[src/sv/tkmh_pkg.sv]
`timescale 1ns / 1ps

package tkmh_pkg;

   // Heap geometry.
   localparam int CAPACITY = 1024;
   localparam int ADDR_W   = $clog2(CAPACITY);
   localparam int CNT_W    = $clog2(CAPACITY + 1);
   localparam int CH_W     = ADDR_W + 2;

   // Field widths fixed by the interface.
   localparam int VAL_W  = 31;
   localparam int K_W    = 11;
   localparam int KEPT_W = 11;

   // Reset value of the k_keep register.
   localparam logic [K_W-1:0] K_KEEP_RESET = K_W'(1024);

   // Item commands.
   localparam logic CMD_OFFER = 1'b0;
   localparam logic CMD_DRAIN = 1'b1;

   typedef enum logic [3:0] {
      ST_IDLE,
      ST_DECIDE,
      ST_UP_RD,
      ST_UP_CMP,
      ST_DN_RD,
      ST_DN_CMP,
      ST_LAST_WAIT,
      ST_RESP
   } state_type;

   // Datapath operations, one per cycle.
   typedef enum logic [3:0] {
      OP_NONE,
      OP_LOAD,
      OP_INS_BEGIN,
      OP_REP_BEGIN,
      OP_POP_BEGIN,
      OP_POP_LOAD,
      OP_UP_READ,
      OP_UP_MOVE,
      OP_DN_READ,
      OP_DN_MOVE,
      OP_PLACE,
      OP_RESP
   } op_type;

   // Status from the datapath to the controller.
   typedef struct packed {
      logic is_drain;
      logic count_zero;
      logic ins_ok;
      logic rep_ok;
      logic pos_zero;
      logic up_less;
      logic has_left;
      logic dn_go;
   } status_type;

endpackage

[src/sv/tkmh_ctrl.sv]
`timescale 1ns / 1ps

module tkmh_ctrl (
   input  logic                clock,
   input  logic                reset,
   input  logic                start,
   input  tkmh_pkg::status_type status,
   output tkmh_pkg::op_type    op,
   output logic                busy
);

   import tkmh_pkg::*;

   state_type state_ff;
   state_type state_in;

   // State register.
   always_ff @(posedge clock) begin
      if (reset) begin
         state_ff <= ST_IDLE;
      end else begin
         state_ff <= state_in;
      end
   end

   // Next state and the datapath operation for this cycle.
   always_comb begin
      state_in = state_ff;
      op       = OP_NONE;
      unique case (state_ff)
         ST_IDLE: begin
            if (start) begin
               op       = OP_LOAD;
               state_in = ST_DECIDE;
            end
         end
         ST_DECIDE: begin
            if (status.is_drain) begin
               if (status.count_zero) begin
                  state_in = ST_RESP;
               end else begin
                  op       = OP_POP_BEGIN;
                  state_in = ST_LAST_WAIT;
               end
            end else if (status.ins_ok) begin
               op       = OP_INS_BEGIN;
               state_in = ST_UP_RD;
            end else if (status.rep_ok) begin
               op       = OP_REP_BEGIN;
               state_in = ST_DN_RD;
            end else begin
               state_in = ST_RESP;
            end
         end
         ST_LAST_WAIT: begin
            if (status.count_zero) begin
               state_in = ST_RESP;
            end else begin
               op       = OP_POP_LOAD;
               state_in = ST_DN_RD;
            end
         end
         ST_UP_RD: begin
            if (status.pos_zero) begin
               op       = OP_PLACE;
               state_in = ST_RESP;
            end else begin
               op       = OP_UP_READ;
               state_in = ST_UP_CMP;
            end
         end
         ST_UP_CMP: begin
            if (status.up_less) begin
               op       = OP_UP_MOVE;
               state_in = ST_UP_RD;
            end else begin
               op       = OP_PLACE;
               state_in = ST_RESP;
            end
         end
         ST_DN_RD: begin
            if (status.has_left) begin
               op       = OP_DN_READ;
               state_in = ST_DN_CMP;
            end else begin
               op       = OP_PLACE;
               state_in = ST_RESP;
            end
         end
         ST_DN_CMP: begin
            if (status.dn_go) begin
               op       = OP_DN_MOVE;
               state_in = ST_DN_RD;
            end else begin
               op       = OP_PLACE;
               state_in = ST_RESP;
            end
         end
         ST_RESP: begin
            op       = OP_RESP;
            state_in = ST_IDLE;
         end
         default: begin
            state_in = ST_IDLE;
         end
      endcase
   end

   assign busy = (state_ff != ST_IDLE);

endmodule

[config.mk]
export PLATFORM = sky130hd
export DESIGN_NAME = tkmh_ctrl
export DESIGN_NICKNAME = d
export VERILOG_FILES = /design/src/sv/tkmh_pkg.sv /design/src/sv/tkmh_ctrl.sv
export SDC_FILE = /design/constraint.sdc
export NUM_CORES = 1
export LEC_CHECK = 0
export ABC_AREA = 1
export BUFFER_PORTS_ARGS = -buffer_cell sky130_fd_sc_hd__buf_2
export CAP_MARGIN = 0
export CORE_MARGIN = 2
export CORE_UTILIZATION = 25
export CTS_CLUSTER_DIAMETER = 30
export DETAILED_ROUTE_END_ITERATION = 10
export GPL_ROUTABILITY_DRIVEN = 0
export PLACE_DENSITY = 0.45
export RECOVER_POWER = 50
export SKIP_LAST_GASP = 1
export SLEW_MARGIN = 5
export SYNTH_ARGS = -nofsm -noshare
export SYNTH_HDL_FRONTEND = slang
export SYNTH_SLANG_ARGS = --single-unit
export TNS_END_PERCENT = 20
[constraint.sdc]
create_clock -name clock -period 1.6 [get_ports clock]
set_input_delay 0.16 -clock clock [delete_from_list [all_inputs] [get_ports clock]]
set_output_delay 0.16 -clock clock [all_outputs]
set_load 0.02 [all_outputs]
# After elaboration in Yosys (flattened, before gate mapping)
# Index checks and enable logic that the tools add are counted.
# word_totals
ff_bits	4
inputBits	11
output_inout_bits	5
# op_classes
n_eq_ne	8
muxes	22
n_reduce_logical	2
# ops
op	n
case mux 4 bit (8 select lines)	1
case mux 4 bit (7 select lines)	1
2-to-1 mux 4 bit	5
== test 4 x 3 -> 1 bit (second input constant)	4
2-to-1 mux 2 bit	8
2-to-1 mux 3 bit	5
== test 4 x 2 -> 1 bit (second input constant)	2
== test 4 x 1 -> 1 bit (second input constant)	1
logical NOT 4 bit	1
nonzero test 4 bit	1
2-to-1 mux 1 bit	2
inequality test 2 bit (second input constant)	1

# Longest topological paths before layout
# Gate-level depths: netlist of run 1.
# logic_depth
word_depth	4
depth_mapped	8

# Worst setup path before layout of run 1
# No wires, ideal clock.
# synth_path
path_type	reg-to-output
from	reg state_ff[1]
to	out op[0]
arrival_ps	1113
slack_ps	327
stages_incl_launch_ff	7
path_cell_list	dfxtp_1 > buf_6 > nor2_1 > nand2_1 > nor2_1 > nor2_1 > nand4_1
# synth_between
elab_chain_len	2
# synth_rtl
item	line	rtl
start: declaration	tkmh_ctrl.sv:14	state_type state_ff;
start signal: assignment	tkmh_ctrl.sv:22	state_ff <= state_in;
== test 4 x 3 -> 1 bit, or another cell as far along	tkmh_ctrl.sv:30	unique case (state_ff)
case mux 4 bit (8 select lines) (*)	tkmh_ctrl.sv:30	
end: declaration	tkmh_ctrl.sv:8	output tkmh_pkg::op_type op,
# Mark *: on every way between the ends. The rest lies on a longest branch, timed or not.

# Final worst setup path of run 1
# layout_path
from	reg state_ff[1]
to	out op[1]
# Same word-level chain as after synthesis.

==> run_results.csv, run 1 <==
group,metric,value,unit
logic_synthesis,syn_nets,79,
detailed_routing,wirelength,944,µm
timing,relSlewSlack,86.0,%
detailed_routing,wl_per_cell,9.44,µm
grt,use_met3,5.17,%
finish,nets,97,
timing,finalClockSkew,0.00466,ns
finish,top_regs,"state_ff (3)",
placed_design,placed_area,438,µm²
cts,root_buffer,"clkbuf_4",
detailed_routing,first_iter_violations,9,
grt,grt_usage,11.9,%
die,rows,13,
die,dieHeight,42.3,µm
timing,fin_ws,0.120,ns
critical_path,worstSetupStartpointType,"register",
die,ios,16,
detailed_routing,remaining_drc_errors,0,
detailed_routing,vias,481,
pwr,p_int,0.433,mW
logic_synthesis,synthesis.area,367,µm²
finish,final_layout_size_suffix_gt1_share,29.4,%
cts,worstSkewPairLatency,0.23,ns
detailed_routing,dr.pass1.iters,4,
pwr,share_comb_of_total_power,63.2,%
finish,diodes,0,
cts,hold_buffers,0,
grt,grtUsageMet1,13.0,%
logic_synthesis,yosys_register_bits,3,
pwr,power_leakage,0.271,nW
timing,min_period,1.48,ns
grt,grt_pass1_wl,1590,µm
timing,fmax,0.676,GHz
logic_synthesis,synth_compound_area_share,14.7,%
die,start_util,27.5,%
cts,clock-sinks,3,
timing,min_period_over_period,92.5,%
finish,syn2layout_area_growth,27.6,%
pwr,pwr-share-clk,14.0,%
critical_path,critPathRequiredTime,1.44,ns
timing,rsz0062_at_grt,"yes",
pwr,p_switching,0.505,mW
status,outcome,"complete, no violations",
cts,post_cts_buffers,0,
logic_synthesis,muxShareOfSynthArea,0,%
detailed_routing,ant_nets,0,
pwr,powerDensity,2000,nW/µm²
cts,cts_tree,"done",
die,coreArea,1330,µm²
critical_path,worstPathMaxFanout,10,
finish,stdcell_count,100,
grt,antenna_found_initial,0,
timing,timing.hold.ws,0.109,ns
finish,fin_util,35.1,%
logic_synthesis,syn_inst,68,
critical_path,critPathKind,"register to output port",
grt,top_usage_layer,"met2",
cts,htree_levels,1,
cts,clock_path_buffers,2,
detailed_routing,viasPerCell,4.81,
finish,design_area,468,µm²
pwr,vdd_drop_max,672,µV
logic_synthesis,synthSimpleGateAreaFrac,51.5,%
grt,grt_pass1_vias,411,
critical_path,end_kind,"output port",
timing,hold_violations,0,
finish,largest_register_ffs,3,
grt,grt_max_degree,11,
finish,regMostFlops,"state_ff",
critical_path,critPathArrivalTime,1.32,ns
hold_path,worst_hold_path_type,"primary input to register",
die,die_w,42.3,µm
timing,maxSlewViolCount,0,
grt,grt_use_met2,19.7,%
logic_synthesis,avgSynthCellArea,5.39,µm²
cts,numCtsBuffers,3,
finish,fillCellCount,173,
die,dieArea,1790,µm²
placed_design,hpwl,813,µm
timing,worst_pin_slew,0.207,ns
finish,mostFrequentLayoutCells,"nor2_1, buf_2, nand2_1, inv_1, nand3_1",
logic_synthesis,ys_warn_count,0,
timing,finalSetupViolCount,0,
logic_synthesis,yosysSeqAreaShare,16.4,%
grt,grt.overflow.total,0,
flow_run,max_cap_viol_count,0,
logic_synthesis,synth_fa_ha_area_share,0,%
pwr,seqPwrFrac,22.8,%
logic_synthesis,synth_xor_area_share,0,%
logic_synthesis,synth_cell_types,17,
cts,clk_pin_slew,0.04,ns
logic_synthesis,synth_top_family_by_area,"simple AND/OR/NAND/NOR gates",
placed_design,portBuffers,15,
placed_design,dp.cells,96,
placed_design,post-place-ws,0.215,ns
pwr,switching_share,53.9,%
[final timing paths]
path / from / end / slack [ns] / depth (start not counted)
hold / removal: reset / state_ff[2] / 0.11 / 2
hold reg to reg: state_ff[0] / state_ff[0] / 0.69 / 3
setup reg to reg: state_ff[1] / state_ff[0] / 0.58 / 6
setup / recovery: state_ff[1] / op[1] / 0.12 / 5
[cells in the mapped netlist]
cell	count	area [µm²]
nor2_1	15	56.3
nand4_1	3	18.8
dfxtp_1	3	60.1
o21ai_2	1	8.76
nor2_2	1	6.26
inv_2	1	3.75
a21oi_1	2	10.0
nor3_1	1	5.00
inv_1	10	37.5
buf_6	2	22.5
nand2_1	13	48.8
nand3_1	7	35.0
o211ai_1	1	7.51
or2_1	2	12.5
nand2_2	1	6.26
o21a_1	1	7.51
o21ai_0	4	20.0
[final cells by class]
type,instances,area [µm²],area share [%]
multi-input combinational,52,243,51.9
timing repair buffer,15,75.1,16.0
sequential,3,63.8,13.6
inverter,11,41.3,8.82
clock buffer,4,26.3,5.61
tap,15,18.8,4.01
[stage by stage]
stage	TNS [ns]	power, mW
after floorplan	0	0.677
after global routing	-0.0374	1.05
after detailed placement	0	0.802
final	0	0.938
after CTS	0	0.940
after global placement	0	0.812
[power groups by stage]
stage          logic (mW)  registers, mW  clock network [mW]
2_1_floorplan       0.537          0.140                   0
3_3_place_gp        0.607          0.205                   0
3_5_place_dp        0.599          0.203                   0
4_1_cts             0.600          0.205               0.135
5_1_grt             0.672          0.223               0.153
6_report            0.593          0.213               0.131
[logic make-up (layout without fill, tap and decap cells)]
family	Yosys count	in the layout
compound gates	9	9
flops	3	3
buf+inv	13	30
simple gates	43	43
[worst max-delay path: stages, from the launching register on]
cell and delay [ns]:
dfxtp_2 0.42, nor2_1 0.10, nand2_1 0.08, nand3_1 0.10
or2_1 0.24, buf_2 0.16
[what timing repair did]
| action | CTS | global route |
|---|---|---|
| resized for setup | 1 | 2 |
| pin swaps | 0 | 0 |
| endpoints found under the setup margin | 1 | 3 |
[routing by layer]
metal | share of wire (%) | vias up | wire, µm
met5 | 0 | - | 0
met2 | 50 | 22 | 474
met3 | 7.1 | 0 | 67
met4 | 0 | 0 | 0
met1 | 43 | 209 | 402
li1 | - | 250 | -
No activity file was read; power rests on OpenSTA's default activity.
==> run 2: changes to the inputs <==
--- a/config.mk
+++ b/config.mk
@@ -8,13 +8,14 @@
 export ABC_AREA = 1
 export BUFFER_PORTS_ARGS = -buffer_cell sky130_fd_sc_hd__buf_2
 export CAP_MARGIN = 0
-export CORE_MARGIN = 2
-export CORE_UTILIZATION = 25
+export CORE_AREA = 2 2 39 41
 export CTS_CLUSTER_DIAMETER = 30
 export DETAILED_ROUTE_END_ITERATION = 10
+export DIE_AREA = 0 0 41 43
 export GPL_ROUTABILITY_DRIVEN = 0
-export PLACE_DENSITY = 0.45
+export PLACE_DENSITY = 0.48
 export RECOVER_POWER = 50
+export SETUP_SLACK_MARGIN = 0.2
 export SKIP_LAST_GASP = 1
 export SLEW_MARGIN = 5
 export SYNTH_ARGS = -nofsm -noshare
==> run 2 against run 1 <==
  * Global-route usage rose by 2.1 points
  * Setup slack improved by 0.031 ns
  * First-iteration DRC count down 33%
  * Clock power grew 5%
  * Power up 25%
  * Flip-flop and latch count did not move
  * Via count is 4.6% higher
  * Combinational power is 31% higher
  * Critical endpoint unchanged
  * Final cell count rose by 5.0%
  * Die area is 1.4% lower
  * Largest power group unchanged
  * Sequential power rose by 19%
==> run_results.csv, run 2 (synthesized netlist as in run 1, its figures left out) <==
group,metric,value,unit
status,outcome,"complete, no violations",
finish,stdcell_count,105,
finish,mostFrequentLayoutCells,"nor2_1, buf_2, nand2_1, inv_1, nand3_1",
critical_path,cp_slowest_cell,"dfxtp_4",
hold_path,worst_hold_path_type,"primary input to register",
placed_design,hpwl,796,µm
critical_path,crit_family,"simple AND/OR/NAND/NOR gates",
cts,clk_pin_slew,0.04,ns
finish,nets,101,
detailed_routing,vias,503,
critical_path,crit_buf_inv,2,
cts,numCtsBuffers,3,
critical_path,end_kind,"output port",
cts,root_buffer,"clkbuf_4",
finish,regMostFlops,"state_ff",
timing,relSlewSlack,84.4,%
detailed_routing,first_iter_violations,6,
critical_path,critPathArrivalTime,1.29,ns
die,ios,16,
critical_path,reg2reg_slack,0.55,ns
detailed_routing,viasPerCell,4.79,
critical_path,r2r_start,"state_ff[2]",
timing,min_period_over_period,90.6,%
grt,grt_max_degree,10,
detailed_routing,remaining_drc_errors,0,
detailed_routing,ant_nets,0,
critical_path,worstSetupStartpointType,"register",
timing,worst_pin_slew,0.232,ns
grt,grt_pass1_wl,1720,µm
critical_path,worstPathMaxFanout,7,
cts,clock-sinks,3,
timing,min_period,1.45,ns
critical_path,critPathRequiredTime,1.44,ns
cts,worstSkewPairLatency,0.24,ns
finish,diodes,0,
grt,grt_pass1_vias,429,
critical_path,r2r_end,"state_ff[0]",
finish,syn2layout_area_growth,51.9,%
die,die_w,41,µm
placed_design,portBuffers,15,
cts,cts_tree,"done",
timing,hold_violations,0,
timing,finalClockSkew,0.00528,ns
die,start_util,26.5,%
die,dieArea,1760,µm²
critical_path,path_cells,"nand2_1 > inv_1 > nand2_1 > nand3_2 > or2_1 > buf_6",
pwr,power_leakage,0.312,nW
critical_path,startpoint,"state_ff[0]",
grt,grt_usage,14.0,%
pwr,powerDensity,2100,nW/µm²
timing,tns,0,ns
die,rows,14,
timing,rsz0062_at_grt,"yes",
cts,clock_path_buffers,2,
critical_path,cp_common_cell,"nand2_1",
cts,htree_levels,1,
detailed_routing,dr.pass1.iters,4,
critical_path,cp_num_cells,6,
grt,grt.overflow.total,0,
die,dieHeight,43,µm
critical_path,critical_path.endpoint,"op[1]",
timing,fmax,0.690,GHz
critical_path,critPathKind,"register to output port",
finish,top_regs,"state_ff (3)",
placed_design,dp.cells,97,
finish,largest_register_ffs,3,
critical_path,max_stage_delay,0.38,ns
timing,maxSlewViolCount,0,
pwr,vdd_drop_max,528,µV
finish,final_layout_size_suffix_gt1_share,40.4,%
cts,hold_buffers,0,
pwr,total_power,1.17,mW
grt,antenna_found_initial,0,
critical_path,ff2ff_path_depth,7,
timing,finalSetupViolCount,0,
die,coreArea,1380,µm²
detailed_routing,wl_per_cell,10.6,µm
flow_run,max_cap_viol_count,0,
detailed_routing,wirelength,1110,µm
==> run 2: changes by cell type in the layout (fill, tap and decap cells not counted), moves of 2 or more <==
cell / change
dfxtp_2: -3
nand3_1: -2
buf_6: +2
nand3_2: +2
nor2_1: -2
buf_2: -2
nor2_4: +2
buf_4: +4
inv_1: -2
dfxtp_4: +3
==> run 2: layer usage <==
metal | vias to the layer above | GRT usage [%] | wire length, µm
met5 | - | 0 | 0
met4 | 0 | 6.00 | 17
met3 | 2 | 1.57 | 38
met2 | 13 | 21.3 | 580
met1 | 230 | 19.2 | 474
li1 | 258 | - | -
==> run 2: how the worst min path moves through the flow <==
stage,end,slack (ns),cells after the start,from
5_1_grt,state_ff[1],0.11,2,reset
3_5_place_dp,state_ff[1],0.36,2,reset
6_report,state_ff[2],0.11,2,reset
2_1_floorplan,state_ff[1],0.23,1,reset
3_3_place_gp,state_ff[2],0.36,2,reset
4_1_cts,state_ff[2],0.11,2,reset
==> run 2: cell type report <==
class	count	area [µm²]
Clock buffer	4	26.3
Tap cell	16	20.0
Timing Repair Buffer	19	118
Sequential cell	3	71.3
Multi-Input combinational cell	52	275
Fill cell	163	827
Inverter	11	46.3
==> run 2: what timing repair did <==
action | 4_1_cts | 5_1_grt
buffers inserted | 2 | 2
pin swaps | 1 | 4
gates cloned | 0 | 0
gates resized for setup | 13 | 12
endpoints found under the setup margin | 4 | 4
==> run 2: metrics by stage <==
| stage | instance area [µm²] | hold slack (ns) | utilization [%] | setup slack [ns] |
|---|---|---|---|---|
| 5_1_grt | 557 | 0.111 | 40.2 | 0.0987 |
| 3_3_place_gp | 439 | 0.356 | 31.7 | 0.203 |
| 6_report | 557 | 0.111 | 40.2 | 0.151 |
| 4_1_cts | 513 | 0.108 | 37.1 | 0.187 |
| 3_5_place_dp | 439 | 0.364 | 31.7 | 0.227 |
| 2_1_floorplan | 367 | 0.232 | - | 0.327 |
==> run 2: where the power goes <==
group / total [mW] / internal, mW / switching (mW) / leakage, nW
Clock: 0.138 / 0.0938 / 0.0439 / 0.0150
Combinational: 0.776 / 0.338 / 0.438 / 0.270
Sequential: 0.254 / 0.138 / 0.116 / 0.0267
Total: 1.17 / 0.569 / 0.599 / 0.312
==> run 2: worst register-to-register path, stage by stage (launching register included) <==
cell	delay (ns)
dfxtp_4	0.41
nand2_1	0.07
inv_1	0.06
nand2_1	0.08
buf_4	0.14
nand2_1	0.06
nor2_1	0.05
a21oi_1	0.11
==> run 3: changes to the inputs <==
--- a/config.mk
+++ b/config.mk
@@ -9,11 +9,10 @@
 export BUFFER_PORTS_ARGS = -buffer_cell sky130_fd_sc_hd__buf_2
 export CAP_MARGIN = 0
 export CORE_AREA = 2 2 39 41
-export CTS_CLUSTER_DIAMETER = 30
+export CTS_CLUSTER_DIAMETER = 200
 export DETAILED_ROUTE_END_ITERATION = 10
 export DIE_AREA = 0 0 41 43
 export GPL_ROUTABILITY_DRIVEN = 0
-export PLACE_DENSITY = 0.48
 export RECOVER_POWER = 50
 export SETUP_SLACK_MARGIN = 0.2
 export SKIP_LAST_GASP = 1
==> run 3 against run 2 <==
  * Critical path depth stayed put
  * Register-to-register slack hardly changed
  * Count of clock-buffer cells in the layout stayed put
  * Largest cell class unchanged
  * Die area stayed put
  * Power is 3.6% lower
  * Largest power group unchanged
  * Flip-flop and latch count stayed put
  * Global-route usage is 0.60 points higher
  * Core utilization is 1.7 points lower
  * Via count is 2.8% lower
  * Cell area is 4.3% lower
  * First-iteration DRC count is 17% higher
  * Clock power hardly changed
==> run_results.csv, run 3 (synthesized netlist as in run 1, its figures left out) <==
group,metric,value,unit
status,outcome,"complete, no violations",
detailed_routing,ant_nets,0,
critical_path,r2r_end,"state_ff[0]",
timing,maxSlewViolCount,0,
timing,timing.hold.ws,0.103,ns
grt,grt_pass1_vias,458,
pwr,power_leakage,0.297,nW
hold_path,min-delay-start,"reset",
grt,antenna_found_initial,0,
timing,fmax,0.708,GHz
grt,grt_pass1_wl,1790,µm
die,dieArea,1760,µm²
timing,fin_ws,0.187,ns
cts,worstSkewPairLatency,0.24,ns
critical_path,worstSetupStartpointType,"register",
timing,hold_violations,0,
detailed_routing,dr.pass1.iters,3,
finish,final_layout_size_suffix_gt1_share,37.5,%
cts,clk_pin_slew,0.04,ns
cts,clock_path_buffers,2,
timing,min_period,1.41,ns
cts,numCtsBuffers,3,
detailed_routing,remaining_drc_errors,0,
flow_run,max_cap_viol_count,0,
timing,finalClockSkew,0.00741,ns
critical_path,reg2reg_slack,0.54,ns
finish,mostFrequentLayoutCells,"nor2_1, buf_2, nand2_1, inv_1, nand3_1",
critical_path,critPathRequiredTime,1.44,ns
grt,grt_max_degree,10,
die,dieHeight,43,µm
finish,diodes,0,
cts,htree_levels,1,
timing,tns,0,ns
grt,grt.overflow.total,0,
critical_path,r2r_start,"state_ff[2]",
finish,fillCellCount,157,
finish,regMostFlops,"state_ff",
die,rows,14,
timing,relSlewSlack,86.1,%
timing,min_period_over_period,88.3,%
critical_path,end_kind,"output port",
cts,cts_tree,"done",
hold_path,worst_hold_path_type,"primary input to register",
detailed_routing,vias,489,
finish,largest_register_ffs,3,
critical_path,ff2ff_path_depth,5,
die,ios,16,
pwr,powerDensity,2110,nW/µm²
cts,clock-sinks,3,
placed_design,placed_area,439,µm²
timing,worst_pin_slew,0.206,ns
pwr,total_power,1.13,mW
pwr,vdd_drop_max,558,µV
detailed_routing,wirelength,1100,µm
critical_path,worstPathMaxFanout,7,
finish,design_area,533,µm²
detailed_routing,first_iter_violations,7,
detailed_routing,wl_per_cell,10.6,µm
cts,root_buffer,"clkbuf_4",
hold_path,hold_depth,2,
hold_path,min_to,"state_ff[2]",
placed_design,post-place-ws,0.233,ns
finish,stdcell_count,104,
detailed_routing,viasPerCell,4.70,
die,die_w,41,µm
placed_design,dp.cells,97,
timing,finalSetupViolCount,0,
finish,syn2layout_area_growth,45.4,%
grt,grt_usage,14.6,%
finish,nets,100,
die,coreArea,1380,µm²
timing,rsz0062_at_grt,"yes",
finish,top_regs,"state_ff (3)",
placed_design,portBuffers,15,
critical_path,critPathKind,"register to output port",
die,start_util,26.5,%
critical_path,critPathArrivalTime,1.25,ns
placed_design,hpwl,758,µm
finish,fin_util,38.5,%
## run 3: cell types whose count changed in the layout (fill, tap and decap cells not counted), sizes merged
cell / previous run / this run
buf: 19 / 17
clkbuf: 4 / 5
## run 3: final cells by class
type	instances	area (µm²)	share of cell area, %
tap	16	20.0	3.76
clock buffer	4	26.3	4.93
multi-input combinational	52	268	50.2
sequential	3	71.3	13.4
timing repair buffer	18	104	19.5
inverter	11	43.8	8.22
## run 3: per-layer routing
metal | GRT usage [%] | routed length (µm) | part of all wire (%)
met3 | 0 | 44 | 4.0
met1 | 18.5 | 509 | 46
met4 | 8.00 | 22 | 2.0
met5 | 0 | 0 | 0
met2 | 23.8 | 521 | 47
## run 3: worst max-delay path: stages (launching register included)
cell     delay (ns)
dfxtp_4        0.39
nand2_2        0.09
nor2_2         0.12
nand2_2        0.08
o21ai_2        0.07
or2_1          0.11
buf_2          0.15
## run 3: worst max-delay path by stage
stage                            from  endpoint  slack [ns]
final                     state_ff[0]     op[3]        0.19
after global routing      state_ff[1]     op[3]        0.13
after global placement    state_ff[1]     op[1]        0.24
after CTS                 state_ff[1]     op[3]        0.19
after detailed placement  state_ff[1]     op[1]        0.23
after floorplan           state_ff[1]     op[0]        0.33
## run 3: power breakdown
group | leakage [nW] | internal, mW | switching [mW]
clock network | 0.0150 | 0.0938 | 0.0450
logic | 0.255 | 0.313 | 0.445
registers | 0.0267 | 0.137 | 0.0921
total | 0.297 | 0.544 | 0.582
## run 3: what timing repair did
item                                    4_1_cts  5_1_grt
setup buffers                                 2        1
endpoints found under the setup margin        4        4
hold buffers                                  0        0
gates cloned                                  0        0
pin swaps                                     1        0
gates resized for setup                      18        1
